--- src/sv/assert_macros.svh ---
// Assertion macros shared by the blur core.
// Needs clk and rst_n in scope at the point of use.
`ifndef ASSERT_MACROS_SVH
`define ASSERT_MACROS_SVH

// Checked only outside reset.
`define BBC_ASSERT(lbl, prop, msg) \
    lbl: assert property (@(posedge clk) disable iff (!rst_n) prop) else $error(msg);

// Checked at every edge, reset included.
`define BBC_ASSERT_ALWAYS(lbl, prop, msg) \
    lbl: assert property (@(posedge clk) prop) else $error(msg);

`endif

--- src/sv/bbc_pkg.sv ---
// Shared types and constants for the box blur core.
// No dependencies.
`default_nettype none
package bbc_pkg;
    localparam int MAX_RADIUS  = 3;
    localparam int MAX_WIDTH   = 1024;
    localparam int PIXEL_BITS  = 16;
    localparam int STORE_ROWS  = 3 * MAX_RADIUS + 1;
    localparam int COL_W       = 10;
    localparam int SLOT_W      = 4;
    localparam int ADDR_W      = SLOT_W + COL_W;
    localparam int ROW_W       = 16;
    localparam int SUM_W       = 22;
    localparam int DIVN_W      = 6;
    localparam int RECIP_W     = 29;
    localparam int RECIP_SH    = 28;
    localparam int QUEUE_DEPTH = 2;

    typedef struct packed {
        logic [1:0]  radius;
        logic [10:0] width;   // effective, 1..1024
        logic [15:0] height;  // effective, 1..65535
    } cfg_t;

    typedef struct packed {
        logic                  we;
        logic [ADDR_W-1:0]     waddr;
        logic [PIXEL_BITS-1:0] wdata;
        logic                  emit;
        logic [ROW_W-1:0]      oy;
        logic [COL_W-1:0]      ox;
        logic [SLOT_W-1:0]     oslot;
        logic                  last;
    } job_t;

    typedef struct packed {
        logic       full;
        logic       empty;
        logic [1:0] count;
    } q_status_t;

    // window size (2R+1)^2
    function automatic logic [DIVN_W-1:0] win_count(input logic [1:0] r);
        logic [DIVN_W-1:0] n;
        case (r)
            2'd0:    n = 6'd1;
            2'd1:    n = 6'd9;
            2'd2:    n = 6'd25;
            default: n = 6'd49;
        endcase
        return n;
    endfunction

    // ceil(2^28 / (2R+1)^2); exact quotient for any 22-bit dividend
    function automatic logic [RECIP_W-1:0] win_recip(input logic [1:0] r);
        logic [RECIP_W-1:0] m;
        case (r)
            2'd0:    m = 29'd268435456;
            2'd1:    m = 29'd29826162;
            2'd2:    m = 29'd10737419;
            default: m = 29'd5478275;
        endcase
        return m;
    endfunction
endpackage
`default_nettype wire

--- src/sv/bbc_queue.sv ---
// Two-entry job queue between the blur front and back.
// Depends on bbc_pkg.
`default_nettype none
module bbc_queue import bbc_pkg::*;
(
    input  wire logic      clk,
    input  wire logic      rst_n,
    input  wire logic      push,
    input  wire job_t      push_job,
    input  wire logic      pop,
    output job_t           head_job,
    output q_status_t      status
);
    job_t       slot_reg [QUEUE_DEPTH];
    logic       wptr_reg;
    logic       rptr_reg;
    logic [1:0] count_reg;
    logic [1:0] count_next;

    always_comb
    begin
        count_next = count_reg;
        if (push && !pop)
            count_next = count_reg + 2'd1;
        else if (pop && !push)
            count_next = count_reg - 2'd1;
    end

    always_ff @(posedge clk or negedge rst_n)
    begin
        if (!rst_n)
        begin
            wptr_reg  <= 1'b0;
            rptr_reg  <= 1'b0;
            count_reg <= 2'd0;
        end
        else
        begin
            if (push)
                wptr_reg <= ~wptr_reg;
            if (pop)
                rptr_reg <= ~rptr_reg;
            count_reg <= count_next;
        end
    end

    always_ff @(posedge clk)
    begin
        if (push)
            slot_reg[wptr_reg] <= push_job;
    end

    assign head_job     = slot_reg[rptr_reg];
    assign status.full  = (count_reg == 2'(QUEUE_DEPTH));
    assign status.empty = (count_reg == 2'd0);
    assign status.count = count_reg;
endmodule
`default_nettype wire

--- config.mk ---
export PLATFORM = sky130hd
export DESIGN_NAME = bbc_queue
export DESIGN_NICKNAME = d
export VERILOG_FILES = /design/src/sv/assert_macros.svh /design/src/sv/bbc_pkg.sv /design/src/sv/bbc_queue.sv
export SDC_FILE = /design/constraint.sdc
export NUM_CORES = 1
export LEC_CHECK = 0
export BUFFER_PORTS_ARGS = -buffer_cell sky130_fd_sc_hd__buf_2
export CAP_MARGIN = 10
export CORE_UTILIZATION = 58
export CTS_BUF_LIST = sky130_fd_sc_hd__clkbuf_4 sky130_fd_sc_hd__clkbuf_8
export DETAILED_ROUTE_END_ITERATION = 7
export MAX_ROUTING_LAYER = met4
export PLACE_DENSITY = 0.95
export SLEW_MARGIN = 20
export SYNTH_ARGS = -nofsm -noshare
export SYNTH_HDL_FRONTEND = slang
export SYNTH_SLANG_ARGS = --single-unit
--- constraint.sdc ---
create_clock -name clk -period 9.5 [get_ports clk]
set_input_delay 2.375 -clock clk [delete_from_list [all_inputs] [get_ports clk]]
set_output_delay 2.375 -clock clk [all_outputs]
set_load 0.05 [all_outputs]
Word-level counts from Yosys, hierarchy flattened
Memories as Yosys holds them, arrays and structs flattened. Cells that the tools add are included.

Add/subtract/negate cells: 2. Equal/unequal tests: 1. Muxes and demuxes: 4. Bitwise operators: 2. Reductions and logical operators: 6.

Operators by type and width (number): $mux 2 (2); $add 2x1->2 const B (1); $eq 2x2->1 const B (1); $logic_and 1x1->1 (2); $logic_not 1->1 (2); $logic_not 2->1 (1); $mux 1 (2); $not 1->1 (2); $reduce_bool 2->1 (1); $sub 2x1->2 const B (1).

Register bits after elaboration: 4. RAM bits: 126. Output and inout port bits: 67. Memories kept: 1.

Memories: slot_reg (depth 2, width 63, rd ports 1, clocked after memory_dff 0, wr ports 1, line bbc_queue.sv:14) `job_t slot_reg [QUEUE_DEPTH];`.

Depth between registers and ports, before layout
Word-level depth: 4. Mapped depth: 5. Depth with buffers taken out: 5.

Worst setup path after synthesis
OpenSTA, ideal clock, no wires.

Path type: in2reg. Start: input port push. End: memory slot_reg[0][0] (netlist bit) (enable). Setup time: 0.492 ns. Arrival time: 5.147 ns. Data required time: 9.008 ns. Slack: 3.861 ns. Stages on the path: 1. Cells stage by stage: nor2b_1.

Word-level cells in the longest chain between the ends: 2.

RTL lines: from (decl) (line bbc_queue.sv:8) `input wire logic push,`; $mux 1 (line bbc_queue.sv:49) `if (push)`; $mux 1 (not written as such) (line bbc_queue.sv:50) `slot_reg[wptr_reg] <= push_job;`; to (decl) (line bbc_queue.sv:14).

Every way passes these cells.

==> impl_metrics.tcl <==
set metrics [dict create \
    outcome "finished, final reports clean" \
    cts.sinks 130 \
    tns_ns 0 \
    drive_gt1_share_pct 62.5 \
    ys_types 13 \
    reg2regPathDepth 2 \
    ys_seq_elements 130 \
    timing.fmax_ghz 0.207 \
    r2r_end "slot_reg[0][1]" \
    clk_latency_ns 0.41 \
    p_int_mw 1.35 \
    cts_tree "done" \
    place_ws_ns 5.08 \
    gr-total-overflow 0 \
    cp-end-kind "primary output" \
    crit_arrival_ns 2.45 \
    multi_input_area_mm2 0.00102 \
    fin_area_mm2 0.00617 \
    die-area_mm2 0.00905 \
    hold_start "wptr_reg" \
    min_path_type "reg2reg" \
    routed_via_density 5.01 \
    critPathMaxFanout 33 \
    rows 33 \
    seqCellArea_mm2 0.00389 \
    startpoint_type "register" \
    reg2reg_from "wptr_reg" \
    grt_usage_pct 19.0 \
    dr_total_vias 2397 \
    setup_violations 0 \
    clock_path_buffers 2 \
    antenna_cells 0 \
    p_switching_mw 0.887 \
    antenna_found_initial 0 \
    layout_setup_ws_ns 4.67 \
    drc_errors 0 \
    criticalPathCategory "reg2out" \
    p_comb_share_pct 40.6 \
    clk_pin_slew_ns 0.07 \
    place_area_mm2 0.00573 \
    min_period_ns 4.83 \
    wl_per_cell_um 16.8 \
    first_global_vias 2342 \
    start_util_pct 60.6 \
    grt_pass1_wl_mm 11.8 \
    grt_max_degree 35 \
    htreeDepth 4 \
    gp_congestion 0.659 \
    cts_made_buffers 17 \
    coreArea_mm2 0.00830 \
    fin_util_pct 74.3 \
    worstSetupStartpoint "rptr_reg" \
    fillers 489 \
    yosysSeqAreaShare_pct 77.2 \
    dr.pass1.iters 4 \
    final_cells 478 \
    ir_drop_mv 0.291 \
    hold_depth 1 \
    hold_viol_final 0 \
    port_buffers 133 \
    power_density_mw_per_mm2 362 \
    fin_worst_skew_ns 0.00997 \
    whs_ns 0.542 \
    clkPwrFrac_pct 22.2 \
    cap_violations 0 \
    ant_nets 0 \
    synth_nets 280 \
    area_growth_pct 22.6 \
    worst_pin_slew_ns 0.891 \
    synth_cells 212 \
    power_mw 2.23 \
    post-route-period-util_pct 50.8 \
    p_leak_nw 2.54 \
    synth_area_per_cell_um2 23.7 \
    cts_root_buffer "clkbuf_8" \
    wirelength_mm 8.05 \
    drt_iter0_drc 134 \
    io_pins 134 \
    die_height_um 95.1 \
    largest_reg_flops 126 \
    rrSetupSlack_ns 7.45 \
    cts_setup_buffers 0 \
    fin_nets 428 \
    slew_violations 0 \
    grt_setup_unrepaired "false" \
    max_slew_margin_pct 40.4 \
    placed_cells 446 \
    min_to "wptr_reg" \
    cts.hold.buffers_added 0 \
    cp_data_required_time_ns 7.13 \
    switching_share_pct 39.7 \
    yosysWarningCount 0 \
    p_seq_share_pct 37.3 \
    ctsResizeCount 0 \
    die_x_um 95.1 \
    synth_area_mm2 0.00503 \
]
worst max path at each step:
stage,to,slack [ns],depth (start not counted)
2_1_floorplan,slot_reg[0][0],3.86,1
3_3_place_gp,head_job[61],5.10,3
3_5_place_dp,head_job[62],5.08,3
4_1_cts,head_job[61],4.62,3
5_1_grt,head_job[61],4.56,3
6_report,head_job[61],4.67,3
cells in the mapped netlist:
master	instances	area [um^2]
xnor2_1	1	8.76
edfxtp_1	126	3780
and2_1	1	6.26
nor2_1	2	7.51
mux2_4	59	886
mux2_2	4	45.0
dfrtp_1	4	100
buf_6	1	11.3
xor2_1	4	35.0
ha_1	1	12.5
inv_1	1	3.75
nor2b_1	2	12.5
buf_12	6	120
power by group through the flow:
stage               combinational [mW]  clock (mW)  sequential [mW]
CTS                              0.916       0.502            0.836
global placement                 0.904           0            0.836
global route                     0.950       0.527            0.843
finish                           0.907       0.496            0.832
floorplan                        0.823           0            0.821
detailed placement               0.914           0            0.848
layer usage:
| metal | GRT usage (%) | up-vias | wire, um |
|---|---|---|---|
| met3 | 4.39 | 10 | 430 |
| met2 | 30.6 | 97 | 4180 |
| li1 | - | 1136 | - |
| met4 | 7.95 | 0 | 103 |
| met1 | 23.3 | 1154 | 3340 |
| met5 | - | - | 0 |
area by class of cell:
| cell class | count | share of cell area (%) |
|---|---|---|
| clock buffer | 19 | 4.04 |
| clock inverter | 13 | 3.00 |
| inverter | 1 | 0.0609 |
| multi-input combinational | 74 | 16.6 |
| sequential | 130 | 63.0 |
| tap | 105 | 2.13 |
| timing repair buffer | 136 | 11.2 |
critical path, cell delays in order, from the launching register on:
cell	delay, ns
dfrtp_4	0.80
buf_4	0.59
mux2_2	0.40
buf_2	0.21
logic make-up after synthesis:
kind of cell	Yosys count	synth area share, %
XOR/XNOR	5	0.870
multiplexers	63	18.5
buffers and inverters	8	2.69
AND/OR/NAND/NOR	5	0.522
flip-flops	130	77.2
adder cells (fa/ha/maj)	1	0.249
cells in the final DEF, fill, tap and decap left out, types with 2 or more instances in the layout:
| cell type | Yosys | layout |
|---|---|---|
| buf_2 | 0 | 133 |
| buf_4 | 0 | 3 |
| bufinv_16 | 0 | 4 |
| clkbuf_4 | 0 | 2 |
| clkbuf_8 | 0 | 17 |
| clkinv_2 | 0 | 2 |
| clkinv_4 | 0 | 4 |
| dfrtp_1 | 4 | 3 |
| edfxtp_1 | 126 | 126 |
| mux2_2 | 4 | 4 |
| mux2_4 | 59 | 59 |
| nor2_1 | 2 | 2 |
| xor2_1 | 4 | 4 |
Power figures use the tool's default switching activity.
