--- src/sv/assert_macros.svh ---
// Assertion macros shared by the blur core.
// Needs clk and rst_n in scope at the point of use.
`ifndef ASSERT_MACROS_SVH
`define ASSERT_MACROS_SVH

// Checked only outside reset.
`define BBC_ASSERT(lbl, prop, msg) \
    lbl: assert property (@(posedge clk) disable iff (!rst_n) prop) else $error(msg);

// Checked at every edge, reset included.
`define BBC_ASSERT_ALWAYS(lbl, prop, msg) \
    lbl: assert property (@(posedge clk) prop) else $error(msg);

`endif

--- src/sv/bbc_pkg.sv ---
// Shared types and constants for the box blur core.
// No dependencies.
`default_nettype none
package bbc_pkg;
    localparam int MAX_RADIUS  = 3;
    localparam int MAX_WIDTH   = 1024;
    localparam int PIXEL_BITS  = 16;
    localparam int STORE_ROWS  = 3 * MAX_RADIUS + 1;
    localparam int COL_W       = 10;
    localparam int SLOT_W      = 4;
    localparam int ADDR_W      = SLOT_W + COL_W;
    localparam int ROW_W       = 16;
    localparam int SUM_W       = 22;
    localparam int DIVN_W      = 6;
    localparam int RECIP_W     = 29;
    localparam int RECIP_SH    = 28;
    localparam int QUEUE_DEPTH = 2;

    typedef struct packed {
        logic [1:0]  radius;
        logic [10:0] width;   // effective, 1..1024
        logic [15:0] height;  // effective, 1..65535
    } cfg_t;

    typedef struct packed {
        logic                  we;
        logic [ADDR_W-1:0]     waddr;
        logic [PIXEL_BITS-1:0] wdata;
        logic                  emit;
        logic [ROW_W-1:0]      oy;
        logic [COL_W-1:0]      ox;
        logic [SLOT_W-1:0]     oslot;
        logic                  last;
    } job_t;

    typedef struct packed {
        logic       full;
        logic       empty;
        logic [1:0] count;
    } q_status_t;

    // window size (2R+1)^2
    function automatic logic [DIVN_W-1:0] win_count(input logic [1:0] r);
        logic [DIVN_W-1:0] n;
        case (r)
            2'd0:    n = 6'd1;
            2'd1:    n = 6'd9;
            2'd2:    n = 6'd25;
            default: n = 6'd49;
        endcase
        return n;
    endfunction

    // ceil(2^28 / (2R+1)^2); exact quotient for any 22-bit dividend
    function automatic logic [RECIP_W-1:0] win_recip(input logic [1:0] r);
        logic [RECIP_W-1:0] m;
        case (r)
            2'd0:    m = 29'd268435456;
            2'd1:    m = 29'd29826162;
            2'd2:    m = 29'd10737419;
            default: m = 29'd5478275;
        endcase
        return m;
    endfunction
endpackage
`default_nettype wire

--- src/sv/bbc_front.sv ---
// Front of the blur core: config registers, raster tracking, job building.
// Depends on bbc_pkg.
`default_nettype none
module bbc_front import bbc_pkg::*;
(
    input  wire logic        clk,
    input  wire logic        rst_n,
    input  wire logic        cfg_valid,
    output logic             cfg_ready,
    input  wire logic [1:0]  cfg_index,
    input  wire logic [15:0] cfg_data,
    input  wire logic        pix_valid,
    output logic             pix_stall,
    input  wire logic [15:0] pixel_value,
    input  wire logic        drain,
    input  wire q_status_t   q_status,
    output logic             push,
    output job_t             push_job,
    output cfg_t             cfg
);
    localparam logic [1:0] REG_RADIUS = 2'd0;
    localparam logic [1:0] REG_WIDTH  = 2'd1;
    localparam logic [1:0] REG_HEIGHT = 2'd2;

    logic [1:0]        radius_reg;
    logic [10:0]       width_reg;
    logic [15:0]       height_reg;
    logic [COL_W-1:0]  in_col_reg;
    logic [ROW_W:0]    in_row_reg;
    logic [SLOT_W-1:0] in_slot_reg;
    logic [COL_W-1:0]  out_col_reg;
    logic [ROW_W-1:0]  out_row_reg;
    logic [SLOT_W-1:0] out_slot_reg;
    logic [11:0]       cnt_reg;

    logic        cfg_wr;
    logic        take;
    logic        active;
    logic        real_item;
    logic        emit;
    logic        last;
    logic [11:0] lag;
    logic [11:0] rw;
    logic        in_wrap;
    logic        out_wrap;

    always_comb
    begin
        cfg.radius = radius_reg;
        if (width_reg == 11'd0)
            cfg.width = 11'd1;
        else if (width_reg > 11'(MAX_WIDTH))
            cfg.width = 11'(MAX_WIDTH);
        else
            cfg.width = width_reg;
        cfg.height = (height_reg == 16'd0) ? 16'd1 : height_reg;
    end

    always_comb
    begin
        case (radius_reg)
            2'd0:    rw = 12'd0;
            2'd1:    rw = 12'(cfg.width);
            2'd2:    rw = {cfg.width, 1'b0};
            default: rw = {cfg.width, 1'b0} + 12'(cfg.width);
        endcase
        lag = rw + 12'(radius_reg);
    end

    assign cfg_ready = 1'b1;
    assign cfg_wr    = cfg_valid && cfg_ready;
    assign pix_stall = q_status.full;
    assign take      = pix_valid && !pix_stall;
    assign active    = (in_row_reg < {1'b0, cfg.height});
    assign real_item = take && !(active && drain);
    assign emit      = real_item && (cnt_reg == lag);
    assign last      = emit && (out_row_reg == cfg.height - 16'd1)
                       && ({1'b0, out_col_reg} == cfg.width - 11'd1);
    assign in_wrap   = ({1'b0, in_col_reg} + 11'd1) >= cfg.width;
    assign out_wrap  = ({1'b0, out_col_reg} + 11'd1) >= cfg.width;

    always_comb
    begin
        push_job.we    = real_item && active;
        push_job.waddr = {in_slot_reg, in_col_reg};
        push_job.wdata = pixel_value;
        push_job.emit  = emit;
        push_job.oy    = out_row_reg;
        push_job.ox    = out_col_reg;
        push_job.oslot = out_slot_reg;
        push_job.last  = last;
        push           = push_job.we || emit;
    end

    always_ff @(posedge clk or negedge rst_n)
    begin
        if (!rst_n)
        begin
            radius_reg   <= 2'd1;
            width_reg    <= 11'd1024;
            height_reg   <= 16'd1024;
            in_col_reg   <= '0;
            in_row_reg   <= '0;
            in_slot_reg  <= '0;
            out_col_reg  <= '0;
            out_row_reg  <= '0;
            out_slot_reg <= '0;
            cnt_reg      <= '0;
        end
        else if (cfg_wr || last)
        begin
            if (cfg_wr)
            begin
                case (cfg_index)
                    REG_RADIUS: radius_reg <= cfg_data[1:0];
                    REG_WIDTH:  width_reg  <= cfg_data[10:0];
                    REG_HEIGHT: height_reg <= cfg_data;
                    default:    ;
                endcase
            end
            in_col_reg   <= '0;
            in_row_reg   <= '0;
            in_slot_reg  <= '0;
            out_col_reg  <= '0;
            out_row_reg  <= '0;
            out_slot_reg <= '0;
            cnt_reg      <= '0;
        end
        else if (real_item)
        begin
            if (cnt_reg < lag)
                cnt_reg <= cnt_reg + 12'd1;
            if (in_wrap)
            begin
                in_col_reg  <= '0;
                in_row_reg  <= in_row_reg + 17'd1;
                in_slot_reg <= (in_slot_reg == SLOT_W'(STORE_ROWS - 1)) ? '0
                               : in_slot_reg + SLOT_W'(1);
            end
            else
                in_col_reg <= in_col_reg + COL_W'(1);
            // advance the output raster
            if (emit)
            begin
                if (out_wrap)
                begin
                    out_col_reg  <= '0;
                    out_row_reg  <= out_row_reg + 16'd1;
                    out_slot_reg <= (out_slot_reg == SLOT_W'(STORE_ROWS - 1)) ? '0
                                    : out_slot_reg + SLOT_W'(1);
                end
                else
                    out_col_reg <= out_col_reg + COL_W'(1);
            end
        end
    end
endmodule
`default_nettype wire

--- config.mk ---
export PLATFORM = sky130hd
export DESIGN_NAME = bbc_front
export DESIGN_NICKNAME = d
export VERILOG_FILES = /design/src/sv/assert_macros.svh /design/src/sv/bbc_pkg.sv /design/src/sv/bbc_front.sv
export SDC_FILE = /design/constraint.sdc
export NUM_CORES = 1
export LEC_CHECK = 0
export BUFFER_PORTS_ARGS = -buffer_cell sky130_fd_sc_hd__buf_2
export CORE_MARGIN = 2
export CORE_UTILIZATION = 30
export CTS_BUF_LIST = sky130_fd_sc_hd__clkbuf_8
export CTS_CLUSTER_DIAMETER = 30
export DETAILED_ROUTE_END_ITERATION = 6
export PLACE_DENSITY_LB_ADDON = 0.15
export SLEW_MARGIN = 20
export SYNTH_ARGS = -nofsm -noshare
export SYNTH_HDL_FRONTEND = slang
export SYNTH_SLANG_ARGS = --single-unit
--- constraint.sdc ---
create_clock -name clk -period 8.27 [get_ports clk]
set_input_delay 1.654 -clock clk [delete_from_list [all_inputs] [get_ports clk]]
set_output_delay 1.654 -clock clk [all_outputs]
set_load 0.01 [all_outputs]
======== Word level (Yosys, flattened, before mapping) ========
Index checks and enable logic that the tools add are counted.
operators by class
  magnitude comparators ................... 5
  reductions and logical operators ........ 27
  multiplexer cells ....................... 30
  equal/unequal tests ..................... 9
  add/subtract/negate cells ............... 13
operators with widths
  kind                                                                   count
  16-bit two-way mux                                                     5
  10-bit two-way mux                                                     7
  17-bit two-way mux                                                     3
  12-bit two-way mux                                                     3
  4-bit two-way mux                                                      9
  12-bit case mux with 3 select lines                                    1
  10-bit by 1-bit adder with 11-bit output (second input constant)       2
  11-bit >= comparator                                                   2
  11-bit two-way mux                                                     2
  10-bit by 1-bit adder with 10-bit output (second input constant)       2
  17-bit by 1-bit adder with 17-bit output (second input constant)       1
  17-bit by 16-bit less-than comparator with 1-bit output                1
  16-bit by 1-bit adder with 16-bit output (second input constant)       1
  16-bit equality test                                                   1
  16-bit zero test                                                       1
  16-bit by 1-bit subtractor with 16-bit output (second input constant)  1
  12-bit by 1-bit adder with 12-bit output (second input constant)       1
  12-bit by 11-bit adder with 12-bit output                              1
  12-bit by 2-bit adder with 12-bit output                               1
  12-bit equality test                                                   1
  12-bit less-than comparator                                            1
  3-bit AND reduction                                                    4
  10-bit by 11-bit equality test with 1-bit output                       1
  11-bit > comparator (second input constant)                            1
  12 further kinds                                                       31
word-level totals
  word-level logic and storage cells ...... 94
  input bits .............................. 43
  output and inout bits ................... 95
  bits in registers ....................... 102

======== Logic depth before layout (Yosys ltp) ========
  depth after elaboration ................. 13
  depth in mapped cells ................... 27
  depth with buffers taken out ............ 25

======== Least setup slack after synthesis ========
OpenSTA, ideal clock, no wires.
  path kind ............................... register to output
  from .................................... register width_reg[6]
  to ...................................... output port push_job[31] in the netlist's numbering
  setup slack ............................. 2013 ps
  required time ........................... 6616 ps
  buffers on the path ..................... 2
  arrival time ............................ 4603 ps
  cell stages (with the launch flop) ...... 23
  cells stage by stage .................... dfrtp_1 > nor4_1 > nand3_1 > a21oi_2 > ha_1 > inv_1 > fa_1 > nor2b_1 > o21ai_0 > a211o_1 > a31oi_1 > nor4bb_1 > a21boi_0 > nor2b_1 > xnor2_1 > ha_1 > nand4_1 > nor3_1 > nand2_1 > a21o_1 > buf_2 > inv_1 > buf_4
RTL lines
  what                    line              RTL
  start, declared         bbc_front.sv:26   logic [10:0] width_reg;
  start signal, assigned  bbc_front.sv:116  REG_WIDTH: width_reg <= cfg_data[10:0];
  end, declared           bbc_front.sv:18   output job_t push_job,

==> impl_metrics.env <==
export IMPL_gr_total_overflow=0
export IMPL_synthArstFlopShare=1.00
export IMPL_yosysWarnings=0
export IMPL_cts_tree="built"
export IMPL_tightest_slew_ns=1.07
export IMPL_final_nets=1196
export IMPL_crit_path_end_kind="output port"
export IMPL_stdcell_area_um2=9650
export IMPL_grt_usage=0.179
export IMPL_hp_class="reg -> reg"
export IMPL_root_buffer="clkbuf_8"
export IMPL_via_count=7564
export IMPL_wirelength_um=27000
export IMPL_first_global_vias=7450
export IMPL_drc_errors=0
export IMPL_fin_tns_setup_ns=0
export IMPL_crit_end="push_job[31]"
export IMPL_syn_area_um2=8780
export IMPL_yosys_area_top_type="dfrtp_1"
export IMPL_crit_arrival_ns=5.99
export IMPL_clock_skew_ns=0.0385
export IMPL_firstDrtPassIters=5
export IMPL_p_total_mw=1.54
export IMPL_fin_crit_ns=7.64
export IMPL_regArea_um2=2560
export IMPL_drv_slew=0
export IMPL_die_w_um=175
export IMPL_clock_path_buffers=2
export IMPL_die_area_um2=30600
export IMPL_synth_top_area_share=0.282
export IMPL_vias_per_cell=5.19
export IMPL_rsz0062_at_grt="false"
export IMPL_ios=138
export IMPL_syn_inst=1025
export IMPL_n_antenna_cell=0
export IMPL_wl_per_cell_um=18.5
export IMPL_synthFlopType="dfrtp_1"
export IMPL_synth_seq_cells=102
export IMPL_r2r_start="width_reg[4]$_DFFE_PN0P_"
export IMPL_fin_crit_sh=0.924
export IMPL_ff2ff_setup_slack_ns=1.52
export IMPL_fmax_mhz=131
export IMPL_status="finished clean"
export IMPL_cts_buffers=9
export IMPL_gp_congestion=0.852
export IMPL_cts_clk_slew_worst_paths_ns=0.12
export IMPL_rr_worst_depth=24
export IMPL_clk_latency_ns=0.42
export IMPL_relSlewSlack=0.286
export IMPL_reg2reg_to="out_slot_reg[3]$_DFFE_PN0P_"
export IMPL_ys_types=76
export IMPL_start_util=0.305
export IMPL_area_delta_synth_final_pct=10.0
export IMPL_dpl_cell_area_um2=9450
export IMPL_netlist_top_cells_area="dfrtp_1 28%, ha_1 12%, xnor2_1 5.0%"
export IMPL_layout_drive_gt1_share=0.168
export IMPL_place_inst=1441
export IMPL_synth_edf_count=0
export IMPL_grt_pass1_wl_um=43100
export IMPL_cts_setup_buffers=0
export IMPL_grt_antenna_before_repair=0
export IMPL_required_ns=6.62
export IMPL_nFillCells=3016
export IMPL_ant_nets=0
export IMPL_h_tree_depth=3
export IMPL_static_leakage_power_nw=4.38
export IMPL_drv_cap=0
export IMPL_row_count=62
export IMPL_p_per_area_nw_per_um2=159
export IMPL_worstSetupStartpoint="width_reg[4]$_DFFE_PN0P_"
export IMPL_critPathMaxFanout=8
export IMPL_dr_first_iter_drc_count=386
export IMPL_clock_sinks=102
export IMPL_multi_input_area_um2=5590
export IMPL_port_buffers=101
export IMPL_holdPathStages=1
export IMPL_fin_cells=1457
export IMPL_max_vdd_ir_drop_uv=92.6
export IMPL_start_kind="flip-flop"
export IMPL_place_hpwl_um=20700
export IMPL_cts_hold_buffers=0
export IMPL_largest_reg_flops=17
export IMPL_critPathKind="reg -> out"
export IMPL_setup_viol=0
export IMPL_die_y_um=175
export IMPL_ys_seq_area_frac=0.291
export IMPL_core_area_um2=28800
export IMPL_synth_nets=1153
export IMPL_syn_mean_instance_area_um2=8.56
export IMPL_grt_max_degree=69
export IMPL_hold_violations=0
-- final cells by class --
cell class	count	share of cell area
Sequential cell	102	0.265
Clock inverter	7	0.00816
Tap cell	384	0.0498
Inverter	58	0.0226
Clock buffer	9	0.0128
Multi-Input combinational cell	785	0.579
Timing Repair Buffer	112	0.0625
-- cells in the mapped netlist (12+ instances only) --
cell,count
dfrtp_1,99
nand2_1,84
ha_1,83
nor2_1,63
inv_1,56
nand3_1,50
xnor2_1,50
clkbuf_1,46
o21ai_0,46
a21oi_1,45
xor2_1,37
mux2_2,30
buf_4,22
nand4_1,22
nor3_1,22
and3_1,21
or3_1,19
nor4_1,14
o211ai_1,14
or4_1,14
nor2b_1,13
nand2b_1,12
-- layout by cell type (no fill, tap or decap), types with 7 or more instances in the layout --
| cell | synthesis | final |
|---|---|---|
| a21oi_1 | 45 | 45 |
| o22ai_1 | 9 | 9 |
| nand2_1 | 84 | 84 |
| and2_1 | 7 | 7 |
| dfrtp_1 | 99 | 99 |
| o31ai_1 | 10 | 10 |
| a31oi_1 | 7 | 7 |
| o21a_1 | 8 | 8 |
| nor2_1 | 63 | 63 |
| mux2_2 | 30 | 30 |
| o211ai_1 | 14 | 14 |
| nor2b_1 | 13 | 13 |
| o21ai_0 | 46 | 46 |
| or4_1 | 14 | 14 |
| nor4_1 | 14 | 14 |
| a21o_1 | 10 | 10 |
| buf_2 | 6 | 100 |
| mux2i_1 | 10 | 10 |
| ha_1 | 83 | 83 |
| and3_1 | 21 | 21 |
| buf_4 | 22 | 11 |
| inv_1 | 56 | 56 |
| nand2b_1 | 12 | 12 |
| o2111ai_1 | 9 | 9 |
| nand3_1 | 50 | 50 |
| nor3_1 | 22 | 21 |
| xnor2_1 | 50 | 50 |
| xor2_1 | 37 | 37 |
| or3_1 | 19 | 19 |
| clkbuf_8 | 0 | 9 |
| nand4_1 | 22 | 22 |
-- power by group --
| part | switching (mW) | internal [mW] |
|---|---|---|
| sequential | 0.0749 | 0.529 |
| clock | 0.223 | 0.120 |
| combinational | 0.351 | 0.239 |
-- worst max-delay path: stages, from the launching register on --
cell      delay [ns]
dfrtp_1         0.42
nor4_1          0.45
nand3_1         0.19
a21oi_2         0.16
buf_4           0.18
ha_1            0.18
inv_1           0.05
fa_1            0.40
nor2b_1         0.18
o21ai_0         0.10
a211o_1         0.27
a31oi_1         0.29
nor4bb_1        0.37
a21boi_0        0.30
nor2b_1         0.19
xnor2_1         0.08
ha_1            0.31
nand4_1         0.15
nor3_2          0.40
nand2_1         0.12
a21o_1          0.33
inv_1           0.26
buf_2           0.19
-- per-stage QoR --
step / hold WS, ns / setup slack (ns) / utilization
finish: 0.562 / 0.628 / 0.335
detailed placement: 0.528 / 0.921 / 0.328
CTS: 0.562 / 0.445 / 0.335
global placement: 0.526 / 1.00 / 0.328
global route: 0.595 / 0.144 / 0.335
floorplan: 0.494 / 2.01 / -
-- routing by layer --
layer	vias to the layer above	GRT usage	share of wire
li1	3765	-	-
met1	3665	0.248	0.49
met2	117	0.293	0.47
met3	17	0.0263	0.032
met4	0	0.0417	0.013
met5	-	0	0
-- logic make-up (layout without fill, tap and decap cells) --
kind of cell	count (synthesis)	count (layout)	share of synthesized area
XOR/XNOR	87	87	0.0868
buffers and inverters	138	186	0.0727
multiplexers	40	40	0.0499
AND/OR/NAND/NOR	369	369	0.223
adder cells (fa/ha/maj)	85	85	0.123
other	1	1	0.000427
flip-flops	102	102	0.291
AO/OA/AOI/OAI	203	203	0.153
-- repair_timing --
item	CTS	global route
endpoints found under the setup margin	0	1
endpoints found under the hold margin	0	0
gates resized for setup	0	1
-- worst min-delay path by stage --
stage / startpoint / to / slack (ns)
floorplan: width_reg[7]$_DFFE_PN0P_ / width_reg[7]$_DFFE_PN0P_ / 0.49
global route: width_reg[3]$_DFFE_PN0P_ / width_reg[3]$_DFFE_PN0P_ / 0.59
finish: width_reg[3]$_DFFE_PN0P_ / width_reg[3]$_DFFE_PN0P_ / 0.56
detailed placement: width_reg[7]$_DFFE_PN0P_ / width_reg[7]$_DFFE_PN0P_ / 0.53
CTS: width_reg[3]$_DFFE_PN0P_ / width_reg[3]$_DFFE_PN0P_ / 0.56
global placement: width_reg[1]$_DFFE_PN0P_ / width_reg[1]$_DFFE_PN0P_ / 0.53
No activity file was read; power rests on OpenSTA's default activity.
